--- src/sdg_pkg.sv ---
// Shared constants, command codes and control types for the step/dir generator.
package sdg_pkg;

   // Default parameter values
   localparam int unsigned DEF_POSITION_MAX     = 100000;
   localparam int unsigned DEF_PULSE_TICKS      = 5;
   localparam int unsigned DEF_TICKS_PER_SECOND = 1000000;

   // Field widths fixed by the interface
   localparam int unsigned CMD_W    = 8;
   localparam int unsigned SPEED_W  = 11;
   localparam int unsigned PERIOD_W = 15;
   localparam int unsigned STATUS_W = 2;
   localparam int unsigned IDX_W    = 5;

   // Command codes
   localparam logic [CMD_W-1:0] CMD_POS_LO = 8'd70;
   localparam logic [CMD_W-1:0] CMD_POS_HI = 8'd100;
   localparam logic [CMD_W-1:0] CMD_SPD_LO = 8'd101;
   localparam logic [CMD_W-1:0] CMD_SPD_HI = 8'd120;
   localparam logic [CMD_W-1:0] CMD_HOME   = 8'd121;
   localparam logic [CMD_W-1:0] CMD_STOP   = 8'd122;

   // Scaling constants
   localparam int unsigned POS_SPAN   = 30;
   localparam int unsigned SPD_SPAN   = 19;
   localparam int unsigned SPEED_STEP = 1950;
   localparam logic [SPEED_W-1:0]  SPEED_LO     = 11'd50;
   localparam logic [SPEED_W-1:0]  SPEED_RESET  = 11'd500;
   localparam logic [PERIOD_W-1:0] PERIOD_RESET = 15'd2000;
   localparam logic [PERIOD_W-1:0] PERIOD_LIMIT = 15'd32767;

   // Divisor width: the largest divisor is the top speed
   localparam int unsigned DSR_W = SPEED_W;

   // Reported status
   localparam logic [STATUS_W-1:0] STATUS_IDLE   = 2'd0;
   localparam logic [STATUS_W-1:0] STATUS_MOVING = 2'd1;
   localparam logic [STATUS_W-1:0] STATUS_HOMING = 2'd2;

   // Item kinds: only a speed command needs the divider
   localparam logic [1:0] KIND_FAST = 2'd0;
   localparam logic [1:0] KIND_POS  = 2'd1;
   localparam logic [1:0] KIND_SPD  = 2'd2;

   // Controller to datapath
   typedef struct packed {
      logic       commit_fast;
      logic       commit_div;
      logic       capture;
      logic       div_start;
   } sdg_cmd_type;

   // Datapath to controller
   typedef struct packed {
      logic [1:0] req_kind;
      logic       out_free;
      logic       div_done;
   } sdg_stat_type;

   // Classify an input beat
   function automatic logic [1:0] item_kind(input logic op, input logic [CMD_W-1:0] cmd);
      logic [1:0] kind;
      kind = KIND_FAST;
      if (!op) begin
         if (cmd >= CMD_POS_LO && cmd <= CMD_POS_HI) begin
            kind = KIND_POS;
         end else if (cmd >= CMD_SPD_LO && cmd <= CMD_SPD_HI) begin
            kind = KIND_SPD;
         end
      end
      return kind;
   endfunction

endpackage

--- src/sdg_div.sv ---
// Radix-2 restoring divider, one quotient bit per cycle.
module sdg_div
   import sdg_pkg::*;
#(
   parameter int unsigned DW   = 27,
   parameter int unsigned DS_W = 11
) (
   input  logic            clock,
   input  logic            reset,
   input  logic            start,
   input  logic [DW-1:0]   dividend,
   input  logic [DS_W-1:0] divisor,
   output logic            done,
   output logic [DW-1:0]   quotient
);

   localparam int unsigned CNT_W = (DW > 1) ? $clog2(DW) : 1;

   logic [DW-1:0]    dvd_ff, dvd_in;
   logic [DS_W-1:0]  rem_ff, rem_in;
   logic [DS_W-1:0]  dsr_ff;
   logic [CNT_W-1:0] cnt_ff, cnt_in;
   logic             busy_ff, busy_in;
   logic             done_ff, done_in;
   logic [DS_W:0]    rem_sh;
   logic [DS_W:0]    rem_diff;
   logic             fits;

   // One shift-and-subtract step
   always_comb begin
      rem_sh   = {rem_ff, dvd_ff[DW-1]};
      rem_diff = rem_sh - {1'b0, dsr_ff};
      fits     = rem_sh >= {1'b0, dsr_ff};
      dvd_in   = dvd_ff;
      rem_in   = rem_ff;
      cnt_in   = cnt_ff;
      busy_in  = busy_ff;
      done_in  = 1'b0;
      if (start) begin
         dvd_in  = dividend;
         rem_in  = '0;
         cnt_in  = CNT_W'(DW - 1);
         busy_in = 1'b1;
      end else if (busy_ff) begin
         dvd_in = {dvd_ff[DW-2:0], fits};
         rem_in = fits ? rem_diff[DS_W-1:0] : rem_sh[DS_W-1:0];
         cnt_in = cnt_ff - 1'b1;
         if (cnt_ff == '0) begin
            busy_in = 1'b0;
            done_in = 1'b1;
         end
      end
   end

   always_ff @(posedge clock) begin
      if (reset) begin
         busy_ff <= 1'b0;
         done_ff <= 1'b0;
      end else begin
         busy_ff <= busy_in;
         done_ff <= done_in;
      end
      dvd_ff <= dvd_in;
      rem_ff <= rem_in;
      cnt_ff <= cnt_in;
      if (start) begin
         dsr_ff <= divisor;
      end
   end

   assign done     = done_ff;
   assign quotient = dvd_ff;

   // The done pulse only closes a running division
   a_done_after_busy: assert property (@(posedge clock) disable iff (reset)
      done_ff |-> $past(busy_ff))
      else $error("divider done without a running division");

endmodule

--- src/sdg_ctrl.sv ---
// Sequencing state machine: accepts beats, runs divisions, commits results.
module sdg_ctrl
   import sdg_pkg::*;
(
   input  logic         clock,
   input  logic         reset,
   input  logic         req_valid,
   output logic         req_stall,
   input  sdg_stat_type stat,
   output sdg_cmd_type  cmd
);

   localparam logic [1:0] ST_IDLE = 2'd0;
   localparam logic [1:0] ST_DIV  = 2'd1;
   localparam logic [1:0] ST_DONE = 2'd2;

   logic [1:0] state_ff, state_in;
   logic       accept;

   assign req_stall = !(state_ff == ST_IDLE && stat.out_free);
   assign accept    = req_valid && !req_stall;

   // Next state and commands
   always_comb begin
      state_in = state_ff;
      cmd      = '0;
      unique case (state_ff)
         ST_IDLE: begin
            if (accept) begin
               if (stat.req_kind == KIND_SPD) begin
                  // speed from the table, step period from the divider
                  cmd.capture   = 1'b1;
                  cmd.div_start = 1'b1;
                  state_in      = ST_DIV;
               end else begin
                  cmd.commit_fast = 1'b1;
               end
            end
         end
         ST_DIV: begin
            if (stat.div_done) begin
               state_in = ST_DONE;
            end
         end
         ST_DONE: begin
            if (stat.out_free) begin
               cmd.commit_div = 1'b1;
               state_in       = ST_IDLE;
            end
         end
         default: state_in = ST_IDLE;
      endcase
   end

   always_ff @(posedge clock) begin
      if (reset) begin
         state_ff <= ST_IDLE;
      end else begin
         state_ff <= state_in;
      end
   end

   // A division result only arrives while one is awaited
   a_done_in_div: assert property (@(posedge clock) disable iff (reset)
      stat.div_done |-> (state_ff == ST_DIV))
      else $error("division finished outside the division state");

   // Commits happen in IDLE or DONE only
   a_commit_state: assert property (@(posedge clock) disable iff (reset)
      (cmd.commit_fast || cmd.commit_div) |-> (state_ff == ST_IDLE || state_ff == ST_DONE))
      else $error("commit outside IDLE or DONE");

endmodule

--- src/sdg_dp.sv ---
// Motion datapath: position/step state, divider operands and the result register.
module sdg_dp
   import sdg_pkg::*;
#(
   parameter int unsigned POSITION_MAX     = DEF_POSITION_MAX,
   parameter int unsigned PULSE_TICKS      = DEF_PULSE_TICKS,
   parameter int unsigned TICKS_PER_SECOND = DEF_TICKS_PER_SECOND,
   localparam int unsigned POS_W = $clog2(POSITION_MAX + 1)
) (
   input  logic                clock,
   input  logic                reset,
   input  sdg_cmd_type         cmd,
   output sdg_stat_type        stat,
   input  logic                req_op,
   input  logic [CMD_W-1:0]    req_command,
   output logic                rsp_valid,
   input  logic                rsp_stall,
   output logic                rsp_step_out,
   output logic                rsp_direction,
   output logic [POS_W-1:0]    rsp_position,
   output logic [STATUS_W-1:0] rsp_status,
   output logic [SPEED_W-1:0]  rsp_speed,
   output logic                rsp_unknown_command
);

   // Divider width covers the tick rate and the saturation compare
   localparam int unsigned DW_RAW = $clog2(TICKS_PER_SECOND + 1);
   localparam int unsigned DW     = (DW_RAW > PERIOD_W) ? DW_RAW : PERIOD_W;
   localparam int unsigned TC_W   = $clog2(PULSE_TICKS + (2 ** PERIOD_W));

   // Architectural state
   logic [POS_W-1:0]    pos_ff, target_ff;
   logic [SPEED_W-1:0]  speed_ff;
   logic [PERIOD_W-1:0] period_ff;
   logic [TC_W-1:0]     tick_ff;
   logic                moving_ff, homing_ff, dir_ff;
   logic [SPEED_W-1:0]  speed_new_ff;
   logic                rsp_valid_ff, rsp_valid_in;

   // Next values
   logic [POS_W-1:0]    pos_in, target_in, goal;
   logic [SPEED_W-1:0]  speed_in;
   logic [PERIOD_W-1:0] period_in;
   logic [TC_W-1:0]     tick_in, tick_inc, tick_lim;
   logic                moving_in, homing_in, dir_in, do_move;
   logic                step_in, unknown_in;
   logic [PERIOD_W-1:0] period_sat;
   logic [1:0]          req_kind;

   // Lookup tables and divider operands
   logic [POS_W-1:0]    pos_tab [POS_SPAN+1];
   logic [SPEED_W-1:0]  spd_tab [SPD_SPAN+1];
   logic [IDX_W-1:0]    pos_idx, spd_idx;
   logic [SPEED_W-1:0]  speed_pick;
   logic [DW-1:0]       div_dividend, div_quot;
   logic                div_done;
   logic                commit;

   // Target and speed for every code of the two command ranges
   for (genvar g = 0; g <= POS_SPAN; g++) begin : g_pos_tab
      assign pos_tab[g] = POS_W'((g * POSITION_MAX) / POS_SPAN);
   end

   for (genvar g = 0; g <= SPD_SPAN; g++) begin : g_spd_tab
      assign spd_tab[g] = SPEED_W'(SPEED_LO + (g * SPEED_STEP) / SPD_SPAN);
   end

   assign req_kind     = item_kind(req_op, req_command);
   assign pos_idx      = IDX_W'(req_command - CMD_POS_LO);
   assign spd_idx      = IDX_W'(req_command - CMD_SPD_LO);
   assign speed_pick   = spd_tab[spd_idx];
   assign div_dividend = DW'(TICKS_PER_SECOND);
   assign period_sat = (div_quot > DW'(PERIOD_LIMIT)) ? PERIOD_LIMIT : div_quot[PERIOD_W-1:0];

   // Step period: tick rate over the new speed
   sdg_div #(
      .DW   (DW),
      .DS_W (DSR_W)
   ) u_div (
      .clock    (clock),
      .reset    (reset),
      .start    (cmd.div_start),
      .dividend (div_dividend),
      .divisor  (speed_pick),
      .done     (div_done),
      .quotient (div_quot)
   );

   // Next architectural state and result fields
   always_comb begin
      pos_in     = pos_ff;
      target_in  = target_ff;
      speed_in   = speed_ff;
      period_in  = period_ff;
      tick_in    = tick_ff;
      moving_in  = moving_ff;
      homing_in  = homing_ff;
      dir_in     = dir_ff;
      step_in    = 1'b0;
      unknown_in = 1'b0;
      do_move    = 1'b0;
      goal       = '0;
      tick_inc   = tick_ff + 1'b1;
      tick_lim   = TC_W'(PULSE_TICKS) + TC_W'(period_ff);

      if (cmd.commit_fast) begin
         if (req_op) begin
            // Step phase advance
            if (moving_ff) begin
               step_in = tick_ff < TC_W'(PULSE_TICKS);
               tick_in = tick_inc;
               if (tick_inc >= tick_lim) begin
                  tick_in = '0;
                  if (dir_ff) begin
                     pos_in = pos_ff + 1'b1;
                  end else if (pos_ff != '0) begin
                     pos_in = pos_ff - 1'b1;
                  end
                  if (pos_in == target_ff) begin
                     moving_in = 1'b0;
                     homing_in = 1'b0;
                  end
               end
            end
         end else if (req_kind == KIND_POS) begin
            do_move = 1'b1;
            goal    = pos_tab[pos_idx];
         end else if (req_command == CMD_HOME) begin
            homing_in = 1'b1;
            do_move   = 1'b1;
         end else if (req_command == CMD_STOP) begin
            moving_in = 1'b0;
            homing_in = 1'b0;
            tick_in   = '0;
         end else begin
            unknown_in = 1'b1;
         end
      end else if (cmd.commit_div) begin
         speed_in  = speed_new_ff;
         period_in = period_sat;
      end

      // Start of a move toward goal
      if (do_move) begin
         target_in = goal;
         tick_in   = '0;
         if (goal == pos_ff) begin
            moving_in = 1'b0;
            homing_in = 1'b0;
         end else begin
            dir_in    = goal > pos_ff;
            moving_in = 1'b1;
         end
      end
   end

   assign commit       = cmd.commit_fast || cmd.commit_div;
   assign rsp_valid_in = commit || (rsp_valid_ff && rsp_stall);

   always_ff @(posedge clock) begin
      if (reset) begin
         pos_ff       <= '0;
         target_ff    <= '0;
         speed_ff     <= SPEED_RESET;
         period_ff    <= PERIOD_RESET;
         tick_ff      <= '0;
         moving_ff    <= 1'b0;
         homing_ff    <= 1'b0;
         dir_ff       <= 1'b0;
         rsp_valid_ff <= 1'b0;
      end else begin
         if (commit) begin
            pos_ff    <= pos_in;
            target_ff <= target_in;
            speed_ff  <= speed_in;
            period_ff <= period_in;
            tick_ff   <= tick_in;
            moving_ff <= moving_in;
            homing_ff <= homing_in;
            dir_ff    <= dir_in;
         end
         rsp_valid_ff <= rsp_valid_in;
      end
   end

   // Captured new speed and the result beat
   always_ff @(posedge clock) begin
      if (cmd.capture) begin
         speed_new_ff <= speed_pick;
      end
      if (commit) begin
         rsp_step_out        <= step_in;
         rsp_direction       <= dir_in;
         rsp_position        <= pos_in;
         rsp_status          <= homing_in ? STATUS_HOMING :
                                (moving_in ? STATUS_MOVING : STATUS_IDLE);
         rsp_speed           <= speed_in;
         rsp_unknown_command <= unknown_in;
      end
   end

   assign rsp_valid     = rsp_valid_ff;
   assign stat.req_kind = req_kind;
   assign stat.out_free = !rsp_valid_ff || !rsp_stall;
   assign stat.div_done = div_done;

   // Homing is always a kind of move
   a_homing_moving: assert property (@(posedge clock) disable iff (reset)
      homing_ff |-> moving_ff)
      else $error("homing flag set without a move");

   // Position stays inside the travel range
   a_pos_range: assert property (@(posedge clock) disable iff (reset)
      pos_ff <= POS_W'(POSITION_MAX) && target_ff <= POS_W'(POSITION_MAX))
      else $error("position or target beyond travel range");

endmodule

--- src/stepper_step_dir_generator_core.sv ---
// Top level of the stepper step/direction pulse generator.
//
// Input channel (req_): one beat is either a command code (req_op = 0) or a
// one-microsecond tick (req_op = 1). Result channel (rsp_): exactly one beat
// per input beat, carrying step line level, direction, position, status,
// speed and the unknown-command flag after that input took effect.
// Ticks, position, home, stop and unknown codes commit on acceptance: the result
// is in the output register at the edge after acceptance, and such beats can
// follow at one per cycle while the output is not stalled. Position targets and
// speeds come from small constant tables. A speed command also runs one pass of
// the serial divider for the step period, one quotient bit per cycle over DW bits
// (DW = 20 at the default tick rate); its result is committed once the divider is
// done and the output register is free, and no new beat is taken until then.
// A new beat is taken while the previous result still waits, as long as the
// output register is empty or being drained in that cycle; a stalled result
// holds and req_stall rises until it leaves. Reset returns position and
// target to 0, speed to 500 steps/s, period to 2000 ticks, idle status.
module stepper_step_dir_generator_core
   import sdg_pkg::*;
#(
   parameter int unsigned POSITION_MAX     = DEF_POSITION_MAX,
   parameter int unsigned PULSE_TICKS      = DEF_PULSE_TICKS,
   parameter int unsigned TICKS_PER_SECOND = DEF_TICKS_PER_SECOND,
   localparam int unsigned POS_W = $clog2(POSITION_MAX + 1)
) (
   input  logic                clock,
   input  logic                reset,
   input  logic                req_valid,
   output logic                req_stall,
   input  logic                req_op,
   input  logic [CMD_W-1:0]    req_command,
   output logic                rsp_valid,
   input  logic                rsp_stall,
   output logic                rsp_step_out,
   output logic                rsp_direction,
   output logic [POS_W-1:0]    rsp_position,
   output logic [STATUS_W-1:0] rsp_status,
   output logic [SPEED_W-1:0]  rsp_speed,
   output logic                rsp_unknown_command
);

   sdg_cmd_type  cmd;
   sdg_stat_type stat;

   sdg_ctrl u_ctrl (
      .clock     (clock),
      .reset     (reset),
      .req_valid (req_valid),
      .req_stall (req_stall),
      .stat      (stat),
      .cmd       (cmd)
   );

   sdg_dp #(
      .POSITION_MAX     (POSITION_MAX),
      .PULSE_TICKS      (PULSE_TICKS),
      .TICKS_PER_SECOND (TICKS_PER_SECOND)
   ) u_dp (
      .clock               (clock),
      .reset               (reset),
      .cmd                 (cmd),
      .stat                (stat),
      .req_op              (req_op),
      .req_command         (req_command),
      .rsp_valid           (rsp_valid),
      .rsp_stall           (rsp_stall),
      .rsp_step_out        (rsp_step_out),
      .rsp_direction       (rsp_direction),
      .rsp_position        (rsp_position),
      .rsp_status          (rsp_status),
      .rsp_speed           (rsp_speed),
      .rsp_unknown_command (rsp_unknown_command)
   );

endmodule
--- config.mk ---
export PLATFORM = sky130hd
export DESIGN_NAME = stepper_step_dir_generator_core
export DESIGN_NICKNAME = d
export VERILOG_FILES = /design/src/sdg_pkg.sv /design/src/sdg_div.sv /design/src/sdg_ctrl.sv /design/src/sdg_dp.sv /design/src/stepper_step_dir_generator_core.sv
export SDC_FILE = /design/constraint.sdc
export NUM_CORES = 1
export LEC_CHECK = 0
export CAP_MARGIN = 30
export CORE_MARGIN = 4
export CORE_UTILIZATION = 60
export DETAILED_ROUTE_END_ITERATION = 12
export DONT_BUFFER_PORTS = 1
export GPL_TIMING_DRIVEN = 0
export PLACE_DENSITY_LB_ADDON = 0.2
export SYNTH_ARGS = -nofsm -noshare
export SYNTH_HDL_FRONTEND = slang
export SYNTH_SLANG_ARGS = --single-unit
--- constraint.sdc ---
create_clock -name clock -period 5.35 [get_ports clock]
set_input_delay 1.3375 -clock clock [delete_from_list [all_inputs] [get_ports clock]]
set_output_delay 1.3375 -clock clock [all_outputs]
set_load 0.02 [all_outputs]
Word-level counts from Yosys, hierarchy flattened
Memories as Yosys holds them, arrays and structs flattened. Cells that the tools add are included. Widths: inputs -> output; s select.

Flip-flop bits (word level): 175. Input port bits: 13. Bits in writable memories: 0. Output and inout port bits: 35. Bits in latches: 0. Memory bits (read-only): 896. Memories: 2.

Equality and inequality tests: 15. Multipliers: 0. Multiplexer cells: 77. Bitwise logic cells: 4. Reductions and logical operators: 23. Shifts and indexed selects: 0. Add/subtract/negate cells: 8. Magnitude comparators: 11. Div/mod/pow operators: 0.

Memories: (name not given) (words 32, bits a word 17, rd ports 1, clocked after memory_dff 0, wr ports 0, line sdg_dp.sv:127) `goal = pos_tab[pos_idx];`; (name not given) (words 32, bits a word 11, rd ports 1, clocked after memory_dff 0, wr ports 0, line sdg_dp.sv:71) `assign speed_pick = spd_tab[spd_idx];`.

Operators with widths (number): $mux 17 (15); $mux 16 (8); $mux 11 (5); $mux 1 (37); $eq 17x17->1 (2); $gt 20x15->1 const B (1); $mux 2 (10); $add 17x1->17 const B (1); $gt 17x17->1 (1); $reduce_bool 17->1 (1); $sub 17x1->17 const B (1); $add 16x1->16 const B (1); $add 3x15->16 const A (1); $eq 8x7->1 const B (2); $ge 16x16->1 (1); $ge 8x7->1 const B (2); $le 8x7->1 const B (2); $lt 16x3->1 const B (1); $mux 15 (1); $ge 12x11->1 (1); $ge 6x6->1 const B (2); $not 5->6 (2); $sub 11x11->11 (1); $sub 5x3->5 const B (2); 22 further kinds (37).

Logic depth before layout (Yosys ltp)
Gate-level depths: netlist (run 1).

Depth after elaboration: 18. Depth in mapped cells: 20. Gate-level depth less buffers: 17.

By module
Synthesis (run 1) repeated with hierarchy kept, for this count alone.

Cell total of the unflattened synthesis: 1212. Area, all modules: 10946.7 um^2.

By module, submodules not included: sdg_dp (area each 8235.4 um^2, sequential area each 2882.8 um^2, times used 1, cells an instance 973); sdg_div (area each 2571.2 um^2, sequential area each 1291.2 um^2, times used 1, cells an instance 224); sdg_ctrl (area each 140.1 um^2, sequential area each 40.0 um^2, times used 1, cells an instance 15).

Worst setup path after synthesis (run 1)
Ideal clock, no wire load.

Path type: input -> register. Start: input req_command[0]. End: register u_dp.rsp_status[0] (data pin). Path buffers: 3. Library setup time: 0.256 ns. Data arrival time: 4.725 ns. Slack: 0.369 ns. Cell stages on the path: 18. Cells stage by stage: clkbuf_1 > clkbuf_1 > inv_1 > ha_1 > nand2b_1 > and3_1 > o21ai_1 > or3_1 > clkbuf_1 > nor2_1 > ha_1 > nand4_1 > nor2_1 > and4_1 > nand4_1 > nor2_1 > or4_1 > and4_1.

Cells in the longest elaborated chain, start to end: 14.

RTL lines: from (decl) (line stepper_step_dir_generator_core.sv:31) `input logic [CMD_W-1:0] req_command,`; branches (longest 9 deep; another with $mem_v2 32x17); $mux 17 * (line sdg_dp.sv:106) `if (cmd.commit_fast) begin`; net u_dp.goal[11] (line sdg_dp.sv:41) `logic [POS_W-1:0] pos_in, target_in, goal;`; $eq 17x17->1 * (line sdg_dp.sv:147) `if (goal == pos_ff) begin`; $mux 1 (line sdg_dp.sv:147); $mux 1 (line sdg_dp.sv:144) `if (do_move) begin`; $mux 1 (line sdg_dp.sv:196) `(moving_in ? STATUS_MOVING : STATUS_IDLE);`; to (signal assigned) (line sdg_dp.sv:195) `rsp_status <= homing_in ? STATUS_HOMING :`; to (decl) (line sdg_dp.sv:21) `output logic [STATUS_W-1:0] rsp_status,`.

Mark *: on every way through the listed nets, which the timed path passes. The select of a mux whose other input is x is not followed. A chain may end at the register's enable or synchronous reset.

Worst setup path after layout (run 1)
Start: input req_command[3]. End: register u_dp.rsp_status[0] (data pin).

The elaborated chain is that of the path after synthesis.

==> results of run 1 <==
## critical path, cell delays in order
cell      delay (ns)
clkbuf_1        0.25
inv_1           0.12
ha_1            0.43
clkbuf_1        0.37
clkbuf_2        0.32
a21oi_1         0.07
nand2_1         0.08
o221ai_1        0.11
a211oi_1        0.44
ha_1            0.31
nand4_1         0.12
nor2_1          0.08
and4_1          0.21
nand4_1         0.18
nor2_1          0.06
or4_1           0.55
and4_1          0.21
## worst paths after layout
path,slack (ns),depth (start not counted),from,endpoint
worst max-delay path,0.26,17,req_command[3],u_dp.rsp_status[0]
worst min-delay path,0.48,2,u_dp.speed_ff[0],u_dp.speed_ff[0]
worst max register to register,0.69,17,u_dp.tick_ff[2],u_dp.rsp_status[0]
worst min register to register,0.48,2,u_dp.speed_ff[0],u_dp.speed_ff[0]
## timing repair
action / CTS / global route
resized for setup: 0 / 7
buffers inserted: 0 / 0
endpoints found under the setup margin: 0 / 6
## area by class of cell
class / count / area share [%]
multi-input combinational: 923 / 54.3
tap: 220 / 2.46
clock inverter: 15 / 1.63
buffer: 68 / 2.58
sequential: 162 / 33.0
inverter: 58 / 1.95
clock buffer: 17 / 3.81
timing repair buffer: 3 / 0.358
## layer usage
| layer | GRT usage, % | vias to the layer above |
|---|---|---|
| met5 | 0 | - |
| met4 | 7.67 | 0 |
| met3 | 5.66 | 46 |
| met2 | 44.7 | 329 |
| met1 | 38.7 | 4340 |
| li1 | - | 4399 |
## cell usage after synthesis, types with 3 or more instances
cell type,count
a21o_1,12
nand3_1,33
a31oi_1,7
dfxtp_1,118
and4_1,9
nor4_1,14
a2111oi_0,3
o211ai_1,10
a21oi_1,88
a22oi_1,9
o21a_1,7
nor4b_1,3
ha_1,62
o31ai_1,5
nand2b_1,22
clkbuf_1,56
o22ai_1,11
mux2i_1,24
xnor2_1,54
and2_1,5
buf_2,8
inv_1,56
edfxtp_1,44
o221ai_1,7
nand3b_1,11
o21ai_0,62
or2_2,9
and3_1,16
a21boi_0,4
nand4_1,19
o21bai_1,3
nor3_1,33
xor2_1,27
a311oi_1,8
a311o_1,3
or4_1,3
o32ai_1,3
a211oi_1,15
nand4b_1,3
or3_1,10
nor2b_1,35
nor2_1,139
a2bb2oi_1,3
nand2_1,88
## through the flow
| step | worst slack [ns] | hold slack, ns | cell area (µm²) | util [%] | TNS (ns) |
|---|---|---|---|---|---|
| 2_1_floorplan | 0.369 | 0.444 | 10200 | - | 0 |
| 3_3_place_gp | -0.353 | 0.451 | 10500 | 63.2 | -1.24 |
| 3_5_place_dp | -0.385 | 0.459 | 10500 | 63.3 | -1.50 |
| 4_1_cts | 0.0464 | 0.474 | 11100 | 67.0 | 0 |
| 5_1_grt | 0.00882 | 0.484 | 11200 | 67.2 | 0 |
| 6_report | 0.263 | 0.479 | 11200 | 67.2 | 0 |
## sequential cells by signal (all words and copies together) (netlist names), 11 cells and up
name / count
u_dp.speed_ff: 11
u_dp.u_div.quotient: 20
u_dp.target_ff: 15
u_dp.rsp_speed: 11
u_dp.u_div.dsr_ff: 11
u_dp.pos_ff: 17
u_dp.tick_ff: 16
u_dp.period_ff: 15
u_dp.rsp_position: 17
u_dp.u_div.rem_ff: 11
## power groups by stage
stage / sequential, mW / combinational (mW) / clock [mW]
final: 1.47 / 0.641 / 1.25
after global routing: 1.49 / 0.727 / 1.31
after CTS: 1.47 / 0.630 / 1.26
after detailed placement: 1.50 / 0.627 / 0
after global placement: 1.50 / 0.610 / 0
after floorplan: 1.47 / 0.505 / 0
## logic make-up after synthesis
| group | count (synthesis) | share of synthesized area (%) |
|---|---|---|
| and+or+nand+nor | 471 | 23.9 |
| AOI/OAI and AO/OA | 280 | 17.5 |
| DFF | 162 | 36.0 |
| buffers and inverters | 126 | 4.90 |
| xor gates and xnor gates | 81 | 6.93 |
| adders and majority gates | 63 | 7.77 |
| muxes | 28 | 3.01 |
==> flow_metrics.env, run 1 <==
export IMPL_hold_buffers=0
export IMPL_overflow=0
export IMPL_drt_iter0_markers=906
export IMPL_cts_sinks=162
export IMPL_skew_ns=0.0129
export IMPL_dr_max_layer_used="met4"
export IMPL_grt_pass1_vias=8426
export IMPL_drt_vias_per_instance=6.22
export IMPL_hold_violations=0
export IMPL_met1_length_mm=12.1
export IMPL_grt_setup_unrepaired="false"
export IMPL_period_needed_ns=5.09
export IMPL_dieArea_um2=19200
export IMPL_syn_to_final_growth_pct=9.11
export IMPL_worst_slew_pin_slew_ns=0.746
export IMPL_cp_arrival_ns=5.27
export IMPL_port_buffers=0
export IMPL_power_switching_share_pct=32.4
export IMPL_ant_nets=0
export IMPL_tritoncts_num_buffers=17
export IMPL_synth_cell_types=81
export IMPL_end_kind="register"
export IMPL_dp_cells=1433
export IMPL_total_power_mw=3.36
export IMPL_clock_fmax_mhz=197
export IMPL_core_um2=16600
export IMPL_power_internal_mw=2.27
export IMPL_criticalPathCategory="input pin to register"
export IMPL_grt_antenna_before_repair=0
export IMPL_seqPwrFrac_pct=43.8
export IMPL_rows=47
export IMPL_setup_viol=0
export IMPL_insertion_delay_ns=0.44
export IMPL_register_area_um2=3680
export IMPL_clock_power_share_pct=37.1
export IMPL_async_flop_share_pct=0
export IMPL_slew_violations=0
export IMPL_yosys_area_top_type="dfxtp_1"
export IMPL_drive_gt1_share_pct=6.66
export IMPL_vias=9114
export IMPL_powerDensity_nw_per_um2=301
export IMPL_grt_pass1_wl_mm=44.1
export IMPL_place_hpwl_mm=20.1
export IMPL_vdd_drop_max_v=0.000243
export IMPL_totalWireLength_mm=27.0
export IMPL_cts_path_max_buffers=2
export IMPL_ys_ff_latch=162
export IMPL_avgRoutedWirePerCell_um=18.4
export IMPL_crit_path_start_kind="input pin"
export IMPL_netSwitchingPower_mw=1.09
export IMPL_ys_seq_area_share_pct=36.0
export IMPL_final_common_cell="nor2_1"
export IMPL_ys_top_cells_by_area="dfxtp_1 23%, edfxtp_1 13%, ha_1 7.6%"
export IMPL_p_leak_nw=4.34
export IMPL_cp_required_ns=5.53
export IMPL_finalNonFillerCells=1466
export IMPL_start_util_pct=61.5
export IMPL_io_pins=48
export IMPL_max_slew_margin_pct=49.9
export IMPL_drtPass1Iterations=6
export IMPL_grt_max_degree=35
export IMPL_outcome="finished, final reports clean"
export IMPL_maxCapViolCount=0
export IMPL_fin_crit_sh_pct=95.1
export IMPL_cts_root_buf="clkbuf_16"
export IMPL_drc=0
export IMPL_multi_input_area_um2=6060
export IMPL_gp_congestion=1.01
export IMPL_final_cell_mix="139 x nor2_1, 118 x dfxtp_1, 88 x a21oi_1"
export IMPL_holdCritPathClass="register to register"
export IMPL_grt_usage_pct=27.9
export IMPL_power_frac_comb_pct=19.1
export IMPL_clk_pin_slew_ns=0.07
export IMPL_synthCells=1211
export IMPL_htree_levels=4
export IMPL_die_h_um=139
export IMPL_synth_edf_count=44
export IMPL_dominantRegCellSynth="dfxtp_1"
export IMPL_n_fill_cell=1404
export IMPL_final_nets=1309
export IMPL_yosys_warnings=0
export IMPL_cts_tree="built"
export IMPL_synth_top_area_share_pct=23.1
export IMPL_crit_fanout=10
export IMPL_diodes=0
export IMPL_fp_dieW_um=139
export IMPL_avgSynthCellArea_um2=8.46
export IMPL_synthesis_area_um2=10200
export IMPL_synthesis_nets=1287
export IMPL_wl_met3_mm=1.93
export IMPL_route_met2_wl_mm=12.5
Power figures use the tool's default switching activity.
==> inputs of run 2 (changes only) <==
CORE_UTILIZATION = 59   (was 60)
SYNTH_HIERARCHICAL = 1   (was default)
clock period = 4.5 ns   (was 5.35 ns; I/O delays follow)
==> flow_metrics.env, run 2 <==
export IMPL_outcome="finished, final reports clean"
export IMPL_hold_ws_ns=0.502
export IMPL_cp_arrival_ns=4.55
export IMPL_ys_ff_latch=173
export IMPL_synth_most_common_cell="nor2_1"
export IMPL_largest_reg_flops=20
export IMPL_criticalPathCategory="input pin to register"
export IMPL_cts_tree="built"
export IMPL_synthCells=1212
export IMPL_grt_setup_unrepaired="true"
export IMPL_ys_seq_area_share_pct=38.5
export IMPL_cts_path_max_buffers=2
export IMPL_cts_sinks=173
export IMPL_tritoncts_num_buffers=17
export IMPL_gp_congestion=0.959
export IMPL_holdCritPathClass="register to register"
export IMPL_powerDensity_nw_per_um2=322
export IMPL_cp_required_ns=4.68
export IMPL_maxCapViolCount=0
export IMPL_cts_root_buf="clkbuf_16"
export IMPL_final_common_cell="nor2_1"
export IMPL_final_cell_mix="111 x nor2_1, 98 x dfxtp_1, 75 x nand2_1, 75 x edfxtp_1, 71 x a21oi_1"
export IMPL_ys_top_cells_by_count="113 x nor2_1, 98 x dfxtp_1, 77 x a21oi_1"
export IMPL_slew_violations=0
export IMPL_grt_usage_pct=27.5
export IMPL_core_um2=18100
export IMPL_end_kind="register"
export IMPL_max_slew_margin_pct=26.1
export IMPL_ant_nets=0
export IMPL_avgRoutedWirePerCell_um=18.9
export IMPL_ys_top_cells_by_area="edfxtp_1 21%, dfxtp_1 18%, ha_1 7.2%"
export IMPL_crit_path_start_kind="input pin"
export IMPL_crit_family="compound AO/OA/AOI/OAI gates"
export IMPL_crit_fanout=10
export IMPL_dieArea_um2=20800
export IMPL_vdd_drop_max_v=0.000298
export IMPL_yosys_area_top_type="edfxtp_1"
export IMPL_synthesis_area_um2=10900
export IMPL_async_flop_share_pct=0
export IMPL_port_buffers=0
export IMPL_syn_to_final_growth_pct=11.6
export IMPL_crit_chain="clkbuf_4, inv_6, ha_4, o21ai_1, a21oi_2, o21ai_2, nor2_2, inv_1, a21oi_4, nor2b_4, nand2_4, buf_8, a211oi_4, ha_1, nand4_1, nor4_4, a21oi_2, o311a_1"
export IMPL_start_util_pct=60.5
export IMPL_drtPass1Iterations=6
export IMPL_grt_pass1_vias=8646
export IMPL_skew_ns=0.0139
export IMPL_drt_iter0_markers=894
export IMPL_hold_buffers=0
export IMPL_clock_fmax_mhz=228
export IMPL_slowest_stage="o311a_1"
export IMPL_final_nets=1337
export IMPL_worst_slew_pin_slew_ns=1.10
export IMPL_die_h_um=144
export IMPL_grt_pass1_wl_mm=45.0
export IMPL_overflow=0
export IMPL_avgSynthCellArea_um2=9.03
export IMPL_period_needed_ns=4.38
export IMPL_p_leak_nw=4.68
export IMPL_rows=49
export IMPL_dominantRegCellSynth="dfxtp_1"
export IMPL_drc=0
export IMPL_finalSetupTns_ns=0
export IMPL_io_pins=48
export IMPL_insertion_delay_ns=0.43
export IMPL_vias=9383
export IMPL_totalWireLength_mm=28.4
export IMPL_fp_dieW_um=144
export IMPL_hold_path_cell_count=2
export IMPL_fin_crit_sh_pct=97.3
export IMPL_setup_viol=0
export IMPL_r2r_slack_ns=0.35
export IMPL_grt_max_degree=21
export IMPL_cp_common_cell="a21oi_2"
export IMPL_cpPeakStageDelay_ns=0.38
export IMPL_synth_top_area_share_pct=20.6
export IMPL_cp_num_cells=18
export IMPL_drive_gt1_share_pct=13.3
export IMPL_reg2regPathDepth=16
export IMPL_diodes=0
export IMPL_synth_cell_types=89
export IMPL_synth_edf_count=75
export IMPL_drt_vias_per_instance=6.25
export IMPL_grt_antenna_before_repair=0
export IMPL_place_hpwl_mm=20.8
export IMPL_yosys_warnings=6
export IMPL_clk_pin_slew_ns=0.07
export IMPL_htree_levels=4
export IMPL_fin_util_pct=67.5
export IMPL_hold_violations=0
export IMPL_critPathBufInv=4
## run 2: area by class of cell
class                           count  area, µm²
Clock buffer                       17        425
Buffer                             72        343
Clock inverter                     15        140
Sequential cell                   173       4210
Tap cell                          229        287
Fill cell                        1475       5870
Timing Repair Buffer               11        103
Multi-Input combinational cell    925       6470
Inverter                           60        234
## run 2: routing by layer
| metal | global-route usage [%] | up-vias | part of all wire [%] |
|---|---|---|---|
| li1 | - | 4465 | - |
| met1 | 39.1 | 4469 | 44 |
| met2 | 43.6 | 404 | 47 |
| met3 | 5.13 | 45 | 8.1 |
| met4 | 6.92 | 0 | 1.5 |
| met5 | 0 | - | 0 |
## run 2: worst reg2reg max path, delay by kind of cell (launching register included)
family	cells	cell delay [ns]
AND/OR/NAND/NOR	10	1.86
AO/OA/AOI/OAI	2	0.52
adder cells (fa/ha/maj)	2	0.49
flip-flops	1	0.46
XOR/XNOR	1	0.27
buffers and inverters	1	0.27
## run 2: power by group
part           total (mW)  switching (mW)  internal [mW]  leakage, nW
combinational       0.737           0.442          0.295         2.92
sequential           1.77          0.0661           1.71         1.49
clock                1.42           0.650          0.772        0.274
## run 2: worst paths after layout
kind / start / to
worst max-delay path: req_command[0] / u_dp/rsp_status[0]
worst min-delay path: u_dp/u_div/quotient[6] / u_dp/period_ff[6]
worst max register to register: u_dp/tick_ff[0] / u_dp/rsp_status[1]
worst min register to register: u_dp/u_div/quotient[6] / u_dp/period_ff[6]
## run 2: timing repair
action,in CTS,in global routing
setup endpoints to repair,31,52
resized for setup,10,37
setup buffers,6,4
endpoints found under the hold margin,0,0
pin swaps,6,9
## run 2: stage by stage
stage / cell area (µm²) / setup slack (ns) / power (mW) / cells
after floorplan: 11100 / 0.0122 / 2.35 / 1230
after global placement: 11400 / -0.866 / 2.48 / 1459
after detailed placement: 11400 / -0.952 / 2.50 / 1460
after CTS: 12100 / 0.0106 / 3.92 / 1498
after global routing: 12200 / -0.0532 / 4.10 / 1502
final: 12200 / 0.123 / 3.93 / 1502
## run 2: cell families (layout without fill, tap and decap cells)
group / count (synthesis) / count (layout) / share of synthesized area [%]
AND/OR/NAND/NOR: 436 / 436 / 20.7
AO/OA/AOI/OAI: 271 / 271 / 16.5
flip-flops: 173 / 173 / 38.5
buffers and inverters: 132 / 175 / 4.83
XOR/XNOR: 80 / 80 / 6.40
adder cells (fa/ha/maj): 65 / 65 / 7.48
multiplexers: 53 / 53 / 5.49
other: 2 / 20 / 0.0686
==> inputs of run 3 (changes only) <==
==> constraint.sdc (replaced) <==
create_clock -name clock -period 4.5 [get_ports clock]
set_input_delay 0.675 -clock clock [delete_from_list [all_inputs] [get_ports clock]]
set_output_delay 0.675 -clock clock [all_outputs]
set_load 0.02 [all_outputs]
==> flow_metrics.env, run 3 (synthesized netlist as in run 2, its figures left out) <==
export IMPL_setup_viol=0
export IMPL_use_met1_pct=37.4
export IMPL_gp_congestion=0.938
export IMPL_drive_gt1_share_pct=11.5
export IMPL_crit_fanout=10
export IMPL_worst_slew_pin_slew_ns=0.960
export IMPL_drt_vias_per_instance=6.10
export IMPL_totalWireLength_mm=27.3
export IMPL_crit_path_start_kind="input pin"
export IMPL_drt_iter0_markers=694
export IMPL_vias=9123
export IMPL_cp_required_ns=4.68
export IMPL_skew_ns=0.0151
export IMPL_r2r_slack_ns=0.34
export IMPL_max_slew_margin_pct=35.4
export IMPL_final_cell_mix="112 x nor2_1, 98 x dfxtp_1, 75 x nand2_1, 75 x edfxtp_1, 72 x a21oi_1"
export IMPL_grt_busiest_layer="met2"
export IMPL_cts_sinks=173
export IMPL_hold_violations=0
export IMPL_ant_nets=0
export IMPL_met2_usage_pct=43.2
export IMPL_period_needed_ns=4.26
export IMPL_criticalPathCategory="input pin to register"
export IMPL_cts_root_buf="clkbuf_16"
export IMPL_core_um2=18100
export IMPL_port_buffers=0
export IMPL_avgRoutedWirePerCell_um=18.3
export IMPL_insertion_delay_ns=0.44
export IMPL_drc=0
export IMPL_grt_pass1_wl_mm=44.2
export IMPL_final_common_cell="nor2_1"
export IMPL_fin_util_pct=66.8
export IMPL_cts_path_max_buffers=2
export IMPL_clk_pin_slew_ns=0.07
export IMPL_p_leak_nw=4.61
export IMPL_htree_levels=4
export IMPL_finalSetupTns_ns=0
export IMPL_outcome="finished, final reports clean"
export IMPL_die_h_um=144
export IMPL_overflow=0
export IMPL_grt_pass1_vias=8554
export IMPL_cts_tree="built"
export IMPL_grt_antenna_before_repair=0
export IMPL_io_pins=48
export IMPL_fin_crit_sh_pct=94.6
export IMPL_syn_to_final_growth_pct=10.4
export IMPL_holdCritPathClass="input pin to register"
export IMPL_powerDensity_nw_per_um2=325
export IMPL_final_nets=1330
export IMPL_diodes=0
export IMPL_dieArea_um2=20800
export IMPL_grt_max_degree=21
export IMPL_grt_usage_pct=26.7
export IMPL_fp_dieW_um=144
export IMPL_start_util_pct=60.5
export IMPL_end_kind="register"
export IMPL_met3_usage_pct=5.22
export IMPL_maxCapViolCount=0
export IMPL_largest_reg_flops=20
export IMPL_total_power_mw=3.93
export IMPL_vdd_drop_max_v=0.000241
export IMPL_clock_fmax_mhz=235
export IMPL_place_hpwl_mm=20.4
export IMPL_slew_violations=0
export IMPL_cp_arrival_ns=4.44
export IMPL_rows=49
export IMPL_tritoncts_num_buffers=17
export IMPL_drtPass1Iterations=5
-- run 3: cell types whose count changed in the layout (fill, tap and decap cells not counted), sizes merged --
cell,before,now
buf,27,22
clkinvlp,4,1
clkbuf,73,75
clkinv,8,6
inv,62,64
bufinv,1,0
-- run 3: final timing paths --
| path | start | endpoint | cells past startpoint |
|---|---|---|---|
| setup / recovery | req_command[1] | u_dp/rsp_status[0] | 17 |
| hold / removal | reset | u_ctrl/state_ff[1] | 1 |
| setup reg to reg | u_dp/tick_ff[0] | u_dp/tick_ff[12] | 16 |
| hold reg to reg | u_dp/u_div/quotient[8] | u_dp/period_ff[8] | 2 |
-- run 3: worst max-delay path: stages --
cell      delay (ns)
inv_1           0.23
ha_1            0.23
clkbuf_1        0.42
o21ai_0         0.15
nand2_1         0.10
nand4b_1        0.15
nor4_4          0.39
a21oi_4         0.13
nor2b_2         0.20
nand2_2         0.16
buf_6           0.18
a211oi_2        0.06
ha_1            0.32
nand4_1         0.16
nor4_4          0.36
a21oi_2         0.13
o311a_1         0.38
-- run 3: metal layers --
layer	vias to the layer above	routed length, µm	part of all wire, %
met3	27	1530	5.6
met5	-	0	0
li1	4462	-	-
met1	4379	12700	46
met2	255	12800	47
met4	0	279	1.0
-- run 3: layout make-up --
class,instances,area (µm²)
buffer,71,320
clock inverter,11,92.6
sequential,173,4210
fill,1480,6000
tap,229,287
clock buffer,21,485
timing repair buffer,5,61.3
inverter,60,229
multi-input combinational,925,6400
-- run 3: power by group --
| part | internal, mW | total, mW | switching [mW] | leakage [nW] |
|---|---|---|---|---|
| sequential | 1.71 | 1.78 | 0.0714 | 1.49 |
| clock | 0.790 | 1.44 | 0.648 | 0.290 |
| combinational | 0.287 | 0.712 | 0.426 | 2.83 |
-- run 3: per-stage QoR --
stage               instance area [µm²]  std cells  hold slack (ns)  setup WS (ns)
CTS                               12000       1494            0.293         0.0145
finish                            12100       1495            0.304          0.243
floorplan                         11000       1230            0.456        0.00933
detailed placement                11300       1461            0.492          -1.19
global route                      12100       1495            0.294        -0.0261
global placement                  11300       1459            0.473          -1.15
-- run 3: what timing repair did --
item,in CTS,in global routing
pin swaps,1,4
buffers inserted,1,2
resized for setup,15,30
setup endpoints to repair,26,34
hold buffers,0,0
